<file path="src/design/gci_pkg.sv">
// shared types, constants and a helper for the grid cell center unit
`default_nettype none

package gci_pkg;

  // fixed field widths
  localparam int CNT_W   = 24;  // column / row counts and output indices
  localparam int COORD_W = 32;  // signed q16.16 coordinates
  localparam int STEP_W  = 31;  // unsigned q15.16 cell steps
  localparam int K_W     = 32;  // index width fed to the center unit
  localparam int CFG_W   = 32;  // config write data width
  localparam int CFG_A_W = 3;   // config register index width

  // centre product clamp: anything above this saturates anyway
  localparam int          PCL_W      = 41;
  localparam logic [63:0] PROD_CLAMP = 64'h0000_0100_0000_0000;

  // config register indexes
  typedef enum logic [CFG_A_W-1:0] {
    CFG_COLUMNS = 3'd0,
    CFG_ROWS    = 3'd1,
    CFG_X_LEFT  = 3'd2,
    CFG_X_STEP  = 3'd3,
    CFG_Y_TOP   = 3'd4,
    CFG_Y_STEP  = 3'd5,
    CFG_Z_TOP   = 3'd6,
    CFG_Z_STEP  = 3'd7
  } cfg_idx_t;

  // one restoring division step: returns {quotient bit, new remainder}
  function automatic logic [CNT_W:0] div_step(input logic [CNT_W-1:0] r,
                                               input logic b,
                                               input logic [CNT_W-1:0] d);
    logic [CNT_W:0] t;
    logic [CNT_W:0] diff;
    t    = {r, b};
    diff = t - {1'b0, d};
    if (t >= {1'b0, d}) begin
      div_step = {1'b1, diff[CNT_W-1:0]};
    end else begin
      div_step = {1'b0, t[CNT_W-1:0]};
    end
  endfunction

endpackage

`default_nettype wire

</file>
<file path="src/design/gci_divider.sv">
// pipelined restoring divider, one quotient bit per register stage
`default_nettype none

module gci_divider #(
  parameter int DW = 24,  // dividend and quotient width
  parameter int SW = 1    // sideband width carried alongside
) (
  input  logic                      clk,
  input  logic                      rst,
  input  logic                      en,
  input  logic                      in_valid,
  input  logic [DW-1:0]             dividend,
  input  logic [gci_pkg::CNT_W-1:0] divisor,
  input  logic [SW-1:0]             side_in,
  output logic                      out_valid,
  output logic [DW-1:0]             quotient,
  output logic [gci_pkg::CNT_W-1:0] remainder,
  output logic [SW-1:0]             side_out
);

  logic                      vld  [DW];
  logic [gci_pkg::CNT_W-1:0] rem  [DW];
  logic [DW-1:0]             num  [DW];
  logic [SW-1:0]             side [DW];

  for (genvar i = 0; i < DW; i++) begin : g_stage
    logic                      vld_prev;
    logic [gci_pkg::CNT_W-1:0] rem_prev;
    logic [DW-1:0]             num_prev;
    logic [SW-1:0]             side_prev;
    logic [gci_pkg::CNT_W:0]   res;

    // stage inputs: the port for the first stage, the previous stage otherwise
    if (i == 0) begin : g_first
      assign vld_prev  = in_valid;
      assign rem_prev  = '0;
      assign num_prev  = dividend;
      assign side_prev = side_in;
    end else begin : g_next
      assign vld_prev  = vld[i-1];
      assign rem_prev  = rem[i-1];
      assign num_prev  = num[i-1];
      assign side_prev = side[i-1];
    end

    // shift in the next dividend bit, compare and subtract
    assign res = gci_pkg::div_step(rem_prev, num_prev[DW-1], divisor);

    always_ff @(posedge clk) begin
      if (rst) begin
        vld[i] <= 1'b0;
      end else if (en) begin
        vld[i] <= vld_prev;
      end
    end

    always_ff @(posedge clk) begin
      if (en) begin
        rem[i]  <= res[gci_pkg::CNT_W-1:0];
        num[i]  <= {num_prev[DW-2:0], res[gci_pkg::CNT_W]};
        side[i] <= side_prev;
      end
    end
  end

  assign out_valid = vld[DW-1];
  assign quotient  = num[DW-1];
  assign remainder = rem[DW-1];
  assign side_out  = side[DW-1];

endmodule

`default_nettype wire

</file>
<file path="config.mk">
export PLATFORM = sky130hd
export DESIGN_NAME = gci_divider
export DESIGN_NICKNAME = d
export VERILOG_FILES = /design/src/design/gci_pkg.sv /design/src/design/gci_divider.sv
export SDC_FILE = /design/constraint.sdc
export NUM_CORES = 2
export LEC_CHECK = 0
export ABC_AREA = 1
export BUFFER_PORTS_ARGS = -buffer_cell sky130_fd_sc_hd__buf_2
export CAP_MARGIN = 10
export CORE_ASPECT_RATIO = 1.5
export CORE_MARGIN = 3
export CORE_UTILIZATION = 50
export DETAILED_ROUTE_END_ITERATION = 7
export PLACE_DENSITY = 0.66
export SYNTH_ARGS = -nofsm -noshare
export SYNTH_HDL_FRONTEND = slang
export SYNTH_SLANG_ARGS = --single-unit
</file>
<file path="constraint.sdc">
create_clock -name clk -period 3 [get_ports clk]
set_input_delay 0.15 -clock clk [delete_from_list [all_inputs] [get_ports clk]]
set_output_delay 0.15 -clock clk [all_outputs]
set_load 0.03 [all_outputs]
</file>
* Yosys cells after proc, flatten, opt, wreduce, memory -nomap -nowiden
Memory sizes are Yosys's and may differ from the RTL's. Index checks and enable logic that the tools add are counted. W data, S select, Z words.
Operators by class: multiplexer cells 54, add/subtract/negate cells 24, $lt $le $gt $ge 24, bitwise operators 24
Operator list (count):
- $mux W25 | 24
- $ge A25 B24 Y1 | 23
- $sub A24 B24 Y24 | 23
- $mux W1 | 30
- $ge A1 B24 Y1 | 1
- $or A1 B1 Y1 | 24
- $sub A1 B24 Y24 | 1
Storage, ports and cells: output and inout bits 50, memories 4, input port bits 53, logic and storage cells 130, register bits after elaboration 0, bits in writable memories 1200
Memory list:
- num | words 24, bits a word 24, rd ports 24, clocked after Yosys merged registers in 0, wr ports 24, line gci_divider.sv:23 | logic [DW-1:0] num [DW];
- rem | words 24, bits a word 24, rd ports 24, clocked after Yosys merged registers in 0, wr ports 24, line gci_divider.sv:22 | logic [gci_pkg::CNT_W-1:0] rem [DW];
- side | words 24, bits a word 1, rd ports 24, clocked after Yosys merged registers in 0, wr ports 24, line gci_divider.sv:24 | logic [SW-1:0] side [DW];
- vld | words 24, bits a word 1, rd ports 24, clocked after Yosys merged registers in 0, wr ports 24, line gci_divider.sv:21 | logic vld [DW];

* Logic depth before layout (Yosys ltp)
word-level depth 4, mapped depth 14

* Least setup slack after synthesis
OpenSTA, ideal clock, no wires.
path kind input-to-reg, start input divisor[12] in the netlist's numbering, end memory rem[5][92] in the netlist's numbering, data pin, buffers on the path 1, path slack 0.738 ns, arrival 2.009 ns, stages 13, path through inv_1 -> ha_1 -> nand2_1 -> inv_1 -> nand2_1 -> nand2_1 -> nand2_1 -> nand2_1 -> a21oi_4 -> nand3_2 -> buf_8 -> nand2_1 -> nand2_1
RTL lines:
- start, declared | line gci_divider.sv:13 | input logic [gci_pkg::CNT_W-1:0] divisor,
- end, declared | line gci_divider.sv:22

==> results.cfg <==
[run_status]
outcome = complete, no violations

[placed_design]
detailedPlace.worstSlack_ns = -0.0249
place.gp.congestion = 1.00
hpwl_mm = 229
io_buffers = 102
dp.cells = 14375

[clock_tree]
clkTransAtPathRegs_ns = 0.06
clkLatencyLatePin_ns = 0.80
cts_root_buf = clkbuf_16
postCtsSetupRepairBufs = 0
cts_num_sinks = 1200
cts_tree = done
cts_resized = 0
clockBufferDepth = 3
numCtsBuffers = 117
cts_htree_levels = 3

[die]
rows = 187
start_util_pct = 50.4
coreArea_sq_um = 174000
chipWidth_um = 348
ioPinCount = 103
dieHeight_um = 518
die_area_sq_um = 180000

[route]
viasPerCell = 5.31
drt_pass1_iterations = 8
drt_iter0_drc = 6195
drcViolationCount = 0
wire_per_inst_um = 19.8
antenna_left = 0
dr_total_vias = 77715
routed_wl_mm = 290

[setup_path]
cp_cell_sequence = ha_1 -> nand2_1 -> nor2_1 -> nand3_1 -> nand3_1 -> nand3_4 -> buf_12 -> nand4_1 -> nand2_1
crit_end = rem[1][79]
end_kind = flop
crit_required_ns = 3.43
slowest_delay_ns = 0.43
worstSetupStartpointType = flop
rr_worst_depth = 9
cp_data_arrival_time_ns = 3.25
crit_fanout = 15
r2r-end = rem[1][79]
crit_start = rem[1][55]
cp_slowest_cell = ha_1
path_delay_family = simple AND/OR/NAND/NOR gates
reg2reg_slack_ns = 0.18
reg2reg_from = rem[1][55]
path_class = reg -> reg
cp_num_buf_inv = 1
crit_cells = 9

[sta]
tightest_slew_ns = 0.757
post-route-period-util_pct = 93.9
fin_worst_skew_ns = 0.0530
grt_setup_unrepaired = false
setup_viol = 0
slew_headroom_pct = 49.4
period_minus_slack_ns = 2.82
hold_viol = 0
timing.final.ws_setup_ns = 0.183
max_freq_ghz = 0.355
slew_viol_final = 0

[finish]
final_nets = 12893
utilization_pct = 55.8
mostFrequentLayoutCell = nand2_1
drive_gt1_share_pct = 6.26
syn_to_final_growth_pct = 10.8
layout.cells.non_filler = 14631
fillers = 16611
mostFrequentLayoutCells = nand2_1 (5,047), inv_1 (2,105), edfxtp_1 (1,200)

[job]
drv_cap = 0

[grt]
antenna_found_initial = 10
grt_max_degree = 87
grtUsageTotal_pct = 31.7
grt-ovfl-total = 0
grt_pass1_vias = 75574
grt_pass1_wl_mm = 436

[power_and_ir_drop]
powerDensity_nw_per_um2 = 1010
finalPower_mw = 98.4
leakage_nw = 50.4
ir_worst_vdd_uv = 674

[synthesis]
avgSynthCellArea_sq_um = 7.35
ys.warnings.count = 0
synth_nets = 12544
synth.distinct_cells = 35
synth_area_sq_um = 87500
ys_ff_latch = 1200
netlist_instances = 11914
synth-seq-area-share_pct = 41.2

[min_path]
hold_class = in -> reg
-- worst reg2reg max path: stages (launching register included) --
cell	delay [ns]
edfxtp_1	0.42
ha_1	0.43
nand2_1	0.14
nor2_1	0.31
nand3_1	0.13
nand3_1	0.26
nand3_4	0.25
buf_12	0.22
nand4_1	0.08
nand2_1	0.23
-- power by group --
part / switching, mW / internal, mW
logic: 35.3 / 17.4
registers: 5.06 / 25.3
clock network: 6.79 / 8.42
total: 47.2 / 51.2
-- flip-flops by register name, summed over array words and instances (netlist names) --
| name | flops |
|---|---|
| num | 576 |
| rem | 576 |
| side | 24 |
| vld | 24 |
-- cell usage after synthesis --
cell type	number	area share, %
nand2_1	5047	22
inv_1	2128	9.1
edfxtp_1	1200	41
nor2_1	701	3.0
nand4_1	684	4.9
nand3_1	565	3.2
ha_1	554	7.9
a21oi_1	228	1.3
xor2_1	220	2.2
buf_2	97	0.55
nor3_1	60	0.34
nand3b_1	45	0.39
buf_6	44	0.57
clkbuf_1	41	0.18
nor2_2	40	0.29
nand3_2	36	0.41
a21oi_4	23	0.43
fa_1	23	0.53
o21a_1	23	0.20
xnor2_1	23	0.23
nand4_2	21	0.30
and2_1	20	0.14
inv_2	20	0.086
nor3_2	15	0.17
nand3_4	12	0.24
nor3_4	8	0.15
clkinv_1	7	0.030
clkbuf_8	6	0.094
nand2_2	6	0.043
or2_2	6	0.043
nor4_1	3	0.021
o21bai_1	3	0.026
buf_8	2	0.034
o21ai_0	2	0.011
nor2_4	1	0.013
-- area by class of cell --
class                      count  area (sq um)  share of cell area (%)
antenna                        3          7.51                 0.00774
clock inverter                84           940                   0.969
timing repair buffer         419          3900                    4.02
tap                         2268          2840                    2.93
sequential                  1200         36000                    37.2
multi-input combinational   8370         42200                    43.5
inverter                    2155          8090                    8.34
clock buffer                 132          2980                    3.08
-- worst min path at each step --
| stage | start | endpoint | slack, ns | cells past startpoint |
|---|---|---|---|---|
| 2_1_floorplan | dividend[9] | num[0][10] | 0.25 | 0 |
| 3_3_place_gp | dividend[2] | num[0][3] | 0.33 | 1 |
| 3_5_place_dp | dividend[16] | num[0][17] | 0.33 | 1 |
| 4_1_cts | dividend[13] | num[0][14] | 0.04 | 2 |
| 5_1_grt | dividend[19] | num[0][20] | 0.06 | 2 |
| 6_report | dividend[14] | num[0][15] | 0.08 | 2 |
-- cells by family after synthesis --
family / after synthesis / synth area share, %
buffers and inverters: 2345 / 10.7
AO/OA/AOI/OAI: 279 / 1.97
adder cells (fa/ha/maj): 577 / 8.45
XOR/XNOR: 243 / 2.43
flip-flops: 1200 / 41.2
AND/OR/NAND/NOR: 7270 / 35.3
-- metrics by stage --
stage	hold slack (ns)	TNS (ns)	instance area, sq um
floorplan	0.249	0	87500
global placement	0.328	-0.0419	92700
detailed placement	0.329	-0.0249	92700
CTS	0.0383	0	96900
global route	0.0564	0	97000
finish	0.0827	0	97000
-- repair_timing --
item                       in CTS  in global routing
hold endpoints to repair      101                  0
hold buffers                   36                  0
setup endpoints to repair       0                  1
-- routing by layer --
layer  up-vias  part of all wire (%)  global-route usage, %
met5         -                     0                      0
met4         0                   8.9                   23.7
met3       947                   5.2                   3.85
met2      2497                    49                   55.8
met1     35513                    37                   35.0
li1      38758                     -                      -
Power figures use the tool's default switching activity.
