===== config.mk =====
export PLATFORM = sky130hd
export DESIGN_NAME = gci_center
export DESIGN_NICKNAME = d
export VERILOG_FILES = /design/src/design/gci_pkg.sv /design/src/design/gci_center.sv
export SDC_FILE = /design/constraint.sdc
export NUM_CORES = 2
export LEC_CHECK = 0
export BUFFER_PORTS_ARGS = -buffer_cell sky130_fd_sc_hd__buf_2
export CORE_ASPECT_RATIO = 0.6
export CORE_MARGIN = 3
export CORE_UTILIZATION = 35
export CTS_BUF_LIST = sky130_fd_sc_hd__clkbuf_16
export CTS_CLUSTER_SIZE = 12
export DETAILED_ROUTE_END_ITERATION = 7
export GPL_TIMING_DRIVEN = 0
export SLEW_MARGIN = 40
export SYNTH_ARGS = -nofsm -noshare
export SYNTH_HDL_FRONTEND = slang
export SYNTH_SLANG_ARGS = --single-unit
export TNS_END_PERCENT = 30

===== constraint.sdc =====
create_clock -name clk -period 12.64 [get_ports clk]
set_clock_uncertainty 0.15 [all_clocks]
set_input_delay 0.632 -clock clk [delete_from_list [all_inputs] [get_ports clk]]
set_output_delay 0.632 -clock clk [all_outputs]
set_load 0.05 [all_outputs]

===== src/design/gci_pkg.sv =====
// shared types, constants and a helper for the grid cell center unit
`default_nettype none

package gci_pkg;

  // fixed field widths
  localparam int CNT_W   = 24;  // column / row counts and output indices
  localparam int COORD_W = 32;  // signed q16.16 coordinates
  localparam int STEP_W  = 31;  // unsigned q15.16 cell steps
  localparam int K_W     = 32;  // index width fed to the center unit
  localparam int CFG_W   = 32;  // config write data width
  localparam int CFG_A_W = 3;   // config register index width

  // centre product clamp: anything above this saturates anyway
  localparam int          PCL_W      = 41;
  localparam logic [63:0] PROD_CLAMP = 64'h0000_0100_0000_0000;

  // config register indexes
  typedef enum logic [CFG_A_W-1:0] {
    CFG_COLUMNS = 3'd0,
    CFG_ROWS    = 3'd1,
    CFG_X_LEFT  = 3'd2,
    CFG_X_STEP  = 3'd3,
    CFG_Y_TOP   = 3'd4,
    CFG_Y_STEP  = 3'd5,
    CFG_Z_TOP   = 3'd6,
    CFG_Z_STEP  = 3'd7
  } cfg_idx_t;

  // one restoring division step: returns {quotient bit, new remainder}
  function automatic logic [CNT_W:0] div_step(input logic [CNT_W-1:0] r,
                                               input logic b,
                                               input logic [CNT_W-1:0] d);
    logic [CNT_W:0] t;
    logic [CNT_W:0] diff;
    t    = {r, b};
    diff = t - {1'b0, d};
    if (t >= {1'b0, d}) begin
      div_step = {1'b1, diff[CNT_W-1:0]};
    end else begin
      div_step = {1'b0, t[CNT_W-1:0]};
    end
  endfunction

endpackage

`default_nettype wire


===== src/design/gci_center.sv =====
// three-stage centre coordinate unit: split multiply, clamp, round and saturate
`default_nettype none

module gci_center (
  input  logic                        clk,
  input  logic                        en,
  input  logic                        down,   // 1: coordinate runs down from base
  input  logic [gci_pkg::K_W-1:0]     k,
  input  logic [gci_pkg::STEP_W-1:0]  step,
  input  logic [gci_pkg::COORD_W-1:0] base,
  output logic [gci_pkg::COORD_W-1:0] coord
);

  localparam int MW  = gci_pkg::K_W + 1;          // width of 2k+1
  localparam int LOW = 17;                        // low multiplier slice
  localparam int HIW = MW - LOW;                  // high multiplier slice
  localparam int VW  = gci_pkg::PCL_W + 2;        // signed q26.17 sum width

  logic [MW-1:0]                 m;
  logic [LOW+gci_pkg::STEP_W-1:0] lo_p;
  logic [HIW+gci_pkg::STEP_W-1:0] hi_p;
  logic [gci_pkg::COORD_W-1:0]   base1;
  logic [gci_pkg::COORD_W-1:0]   base2;
  logic                          down1;
  logic                          down2;
  logic [63:0]                   p;
  logic [gci_pkg::PCL_W-1:0]     p_cl;
  logic signed [VW-1:0]          base_x;
  logic signed [VW-1:0]          p_x;
  logic signed [VW-1:0]          sum;
  logic signed [VW-1:0]          half;
  logic [gci_pkg::COORD_W-1:0]   coord_next;

  assign m = {k, 1'b1};

  // stage 1: (2k+1)*step as two partial products
  always_ff @(posedge clk) begin
    if (en) begin
      lo_p  <= m[LOW-1:0] * step;
      hi_p  <= m[MW-1:LOW] * step;
      base1 <= base;
      down1 <= down;
    end
  end

  // stage 2: combine the partial products and clamp
  assign p = {hi_p, {LOW{1'b0}}} + {{(64-LOW-gci_pkg::STEP_W){1'b0}}, lo_p};

  always_ff @(posedge clk) begin
    if (en) begin
      p_cl  <= (p > gci_pkg::PROD_CLAMP) ? gci_pkg::PROD_CLAMP[gci_pkg::PCL_W-1:0]
                                         : p[gci_pkg::PCL_W-1:0];
      base2 <= base1;
      down2 <= down1;
    end
  end

  // stage 3: 2*base +/- p, round half up, saturate to 32 bits
  assign base_x = {{(VW-gci_pkg::COORD_W-1){base2[gci_pkg::COORD_W-1]}}, base2, 1'b0};
  assign p_x    = {2'b00, p_cl};
  assign sum    = down2 ? (base_x - p_x + VW'(1)) : (base_x + p_x + VW'(1));
  assign half   = sum >>> 1;

  always_comb begin
    if (half[VW-1:gci_pkg::COORD_W-1] != {(VW-gci_pkg::COORD_W+1){half[VW-1]}}) begin
      coord_next = half[VW-1] ? 32'h8000_0000 : 32'h7FFF_FFFF;
    end else begin
      coord_next = half[gci_pkg::COORD_W-1:0];
    end
  end

  always_ff @(posedge clk) begin
    if (en) begin
      coord <= coord_next;
    end
  end

endmodule

`default_nettype wire


---- Word-level counts from Yosys, hierarchy flattened ----
Cells that the tools add are included.
word-level totals
  register bits after elaboration ......... 234
  output and inout port bits .............. 32
  word-level logic and storage cells ...... 20
cells by class
  add/subtract/negate cells ............... 5
  multiply operators ...................... 2
  order comparisons ....................... 1
  eq/ne operators ......................... 1
  mux-type cells .......................... 3
operators with widths
  kind                                                   count
  adder 43 x 2 -> 43 bit (second input constant)         2
  adder 64 x 48 -> 64 bit                                1
  > comparator 64 x 41 -> 1 bit (second input constant)  1
  2-to-1 mux 32 bit                                      2
  multiplier 17 x 31 -> 48 bit                           1
  multiplier 16 x 31 -> 47 bit                           1
  adder 33 x 42 -> 43 bit                                1
  2-to-1 mux 43 bit                                      1
  subtractor 33 x 42 -> 43 bit                           1
  inequality test 10 bit                                 1

---- Longest topological paths before layout ----
  depth in word-level cells ............... 5
  mapped depth ............................ 27
  mapped depth without buffers ............ 26

---- Least setup slack after synthesis ----
Ideal clock, no wire load.
  path kind ............................... input port to flip-flop
  start point ............................. in step[11] in the netlist's numbering
  end point ............................... reg hi_p[39] in the netlist's numbering (data pin)
  library setup time ...................... 0.259 ns
  arrival ................................. 6.820 ns
  required time ........................... 12.231 ns
  slack ................................... 5.411 ns
  stages .................................. 22
  path through ............................ clkbuf_1 nand2_1 fa_1 fa_1 fa_1 inv_1 fa_1 fa_1 inv_1 fa_1 inv_1 ha_1 a211o_1 a2111oi_0 nor2_1 a211oi_1 o21ai_0 a2111oi_0 o21bai_1 a21oi_1 o21ai_0 xnor2_1
between the ends
  cells in the longest elaborated chain, start to end .. 1
RTL lines
  what                          line              RTL
  start: declaration            gci_center.sv:9   input logic [gci_pkg::STEP_W-1:0] step,
  multiplier 16 x 31 -> 47 bit  gci_center.sv:40  hi_p <= m[MW-1:LOW] * step;
  end signal: assignment        gci_center.sv:40
  end: declaration              gci_center.sv:21  logic [HIW+gci_pkg::STEP_W-1:0] hi_p;
Every way passes these cells.
A chain may end at the register's enable or synchronous reset.

---- Worst setup path after layout ----
  start point ............................. in step[10] in the netlist's numbering
  end point ............................... reg lo_p[45] in the netlist's numbering (data pin)
between the ends
  cells in the longest elaborated chain, start to end .. 1
RTL lines
  what                          line              RTL
  multiplier 17 x 31 -> 48 bit  gci_center.sv:39  lo_p <= m[LOW-1:0] * step;
  end signal: assignment        gci_center.sv:39
  end: declaration              gci_center.sv:20  logic [LOW+gci_pkg::STEP_W-1:0] lo_p;
Every way passes these cells.

==> run metrics <==
slew margin rel. 0.346; initial core utilization 0.356; Clock transition at path regs 0.06 ns; ys async rst share 0; Routed wire per std cell 22.9 um; final setup violating endpoints 0; max_cap viols 0; Critical-path top delay cell clkbuf_1; fill cell count 13419; Worst Path Buf+Inv 6; FP Rows 103; post-synthesis sequential area ratio 0.148; DIE HEIGHT 291 um; worst endpoint required time 12.73 ns; critical path type in -> reg; post-synth top area share 0.356; Area Growth Syn to Fin 8.61%; unrepaired setup endpoints after global routing no; top post-synthesis cells by area fa_1 (36%), edfxtp_1 (15%), ha_1 (10%), inv_1 (8.5%), nand2_1 (5.7%); RePlAce Congestion 0.995; Cells after Synth between 5000 and 6000; PostCTS Resize Cnt 0; synth unique cells 89; final hold violation count 0; most used cell, CP fa_1; global route overflow 0; Clock Latency Late Sink 0.58 ns; Vias per Instance 5.20; layout cells sized above 1 0.0538; total CTS buffers 27; initial antenna violation count 31; Ys Warns 0; CTS tree built; Largest stage delay, worst path 0.68 ns; Ports 130; Worst Tran Pin Value 0.982 ns; Root Buffer clkbuf_16; core area 133000 um2; post-synthesis register bit count 234; FMAX 107 MHz; final std cells w/o fill 7172; Top delay family on crit path adder cells; ANT nets after route 0; DRT Pass-1 Iters 6; # DRC 0; htree depth 1; number of flops mapped to enable cells by yosys 234; Port Buffers between 100 and 150; Vias 37266; Critical Path AT 9.48 ns; first-pass GRT wire length 245000 um; Final min period about 9.4 ns; Most used DFF post-synth edfxtp_1; period utilisation layout 0.743; DP HPWL about 140000 um; worst-path fanout max 10; die area 140000 um2; final wirelength 164000 um; Die Wd 481 um; Worst setup SP type input port; Iter 0 DRT Violations between 3000 and 4000; vias in the first global route about 38000; status finished, final reports clean; dominant cell type by area after synthesis fa_1; clock buffer depth 3; fin nets roughly 6700; CTS sink count 234; worst hold path type in -> reg; post-route setup TNS 0 ns; Mapped Area 47400 um2; # Post-CTS Setup Buffers 0; GRT Overall Usage 0.233; largest net degree at the start of global routing 77; Worst setup EP type register; Avg Inst Size Synth 9.13 um2; syn nets 6517; Cells after DPL 7106; hold buffers post-CTS 0; Slew Viols, Final 0
[registers in the layout, indices dropped and copies added (netlist names)]
name and cells:
lo_p 48, hi_p 47, p_cl 41, base1 32, base2 32, coord 32, down1 1, down2 1
[metrics by stage]
| stage | setup WS, ns | cell area, um2 | hold slack, ns | util |
|---|---|---|---|---|
| detailed placement | 3.18 | 50500 | 0.255 | 0.380 |
| floorplan | 5.41 | 47400 | 0.250 | - |
| CTS | 3.77 | 51300 | 0.0587 | 0.386 |
| global placement | 2.54 | 50200 | 0.255 | 0.378 |
| global route | 3.06 | 51400 | 0.0545 | 0.387 |
| finish | 3.25 | 51400 | 0.0882 | 0.387 |
[synthesized netlist by cell type, drive strengths merged, types with 6 or more instances]
cell type	n
a2111oi	7
a211o	9
a211oi	23
a21boi	8
a21o	85
a21oi	226
a221oi	9
a31oi	28
and2	400
and3	28
buf	12
clkbuf	225
edfxtp	234
fa	841
ha	392
inv	1071
mux2i	8
nand2	721
nand2b	30
nand3	46
nand4	27
nor2	122
nor2b	28
nor3	43
nor3b	28
nor4	24
o211ai	15
o21a	21
o21ai	133
o21bai	43
o31a	7
o31ai	10
or2	6
or3	11
xnor2	137
xor2	38
[final timing paths]
check        cells past startpoint  slack [ns]  startpoint        end
max reg2reg                     17        6.76     p_cl[2]  coord[11]
min                              1        0.09    base[16]  base1[16]
max                             26        3.25    step[10]   lo_p[45]
min reg2reg                      0        0.27   base1[23]  base2[23]
[cell families (layout without fill, tap and decap cells)]
logic type / count (synthesis) / after routing / share of synthesized area
AO/OA/AOI/OAI: 690 / 690 / 0.0940
other: 0 / 20 / 0
multiplexers: 12 / 12 / 0.00264
AND/OR/NAND/NOR: 1534 / 1534 / 0.159
buffers and inverters: 1308 / 1489 / 0.104
XOR/XNOR: 175 / 175 / 0.0324
flip-flops: 234 / 234 / 0.148
adder cells (fa/ha/maj): 1233 / 1233 / 0.459
[metal layers]
metal  global-route usage  part of all wire  routed length (um)  up-vias
met1                0.348              0.45               74000    18578
met4               0.0434             0.024                3870        6
met2                0.304              0.37               61100     1922
met5                    0           0.00029                  47        -
li1                     -                 -                   -    16542
met3                0.110              0.15               25000      218
[final cells by class]
type                            instances  area, um2  share of cell area
Timing Repair Buffer                  137        778              0.0151
Buffer                                237        965              0.0188
Antenna cell                           20       50.0            0.000973
Sequential cell                       234       7030               0.137
Multi-Input combinational cell       3644      35600               0.691
Clock buffer                           27        676              0.0131
Inverter                             1071       4020              0.0782
Clock inverter                         17        124             0.00241
Tap cell                             1785       2230              0.0434
[cells in the final DEF (no fill, tap or decap), types with 49 or more instances in the layout]
master    Yosys  final
edfxtp_1    234    234
clkbuf_1    224    177
o21ai_0     112    111
a21o_1       85     85
nor2_1      122    122
buf_2         9    138
ha_1        392    392
inv_1      1070   1075
xnor2_1     137    124
and2_1      400    400
nand2_1     721    721
a21oi_1     224    224
fa_1        841    841
clkbuf_2      1     49
Power is not shown: default switching activity piles up to over one toggle a cycle in this logic, so the estimate is an artifact.
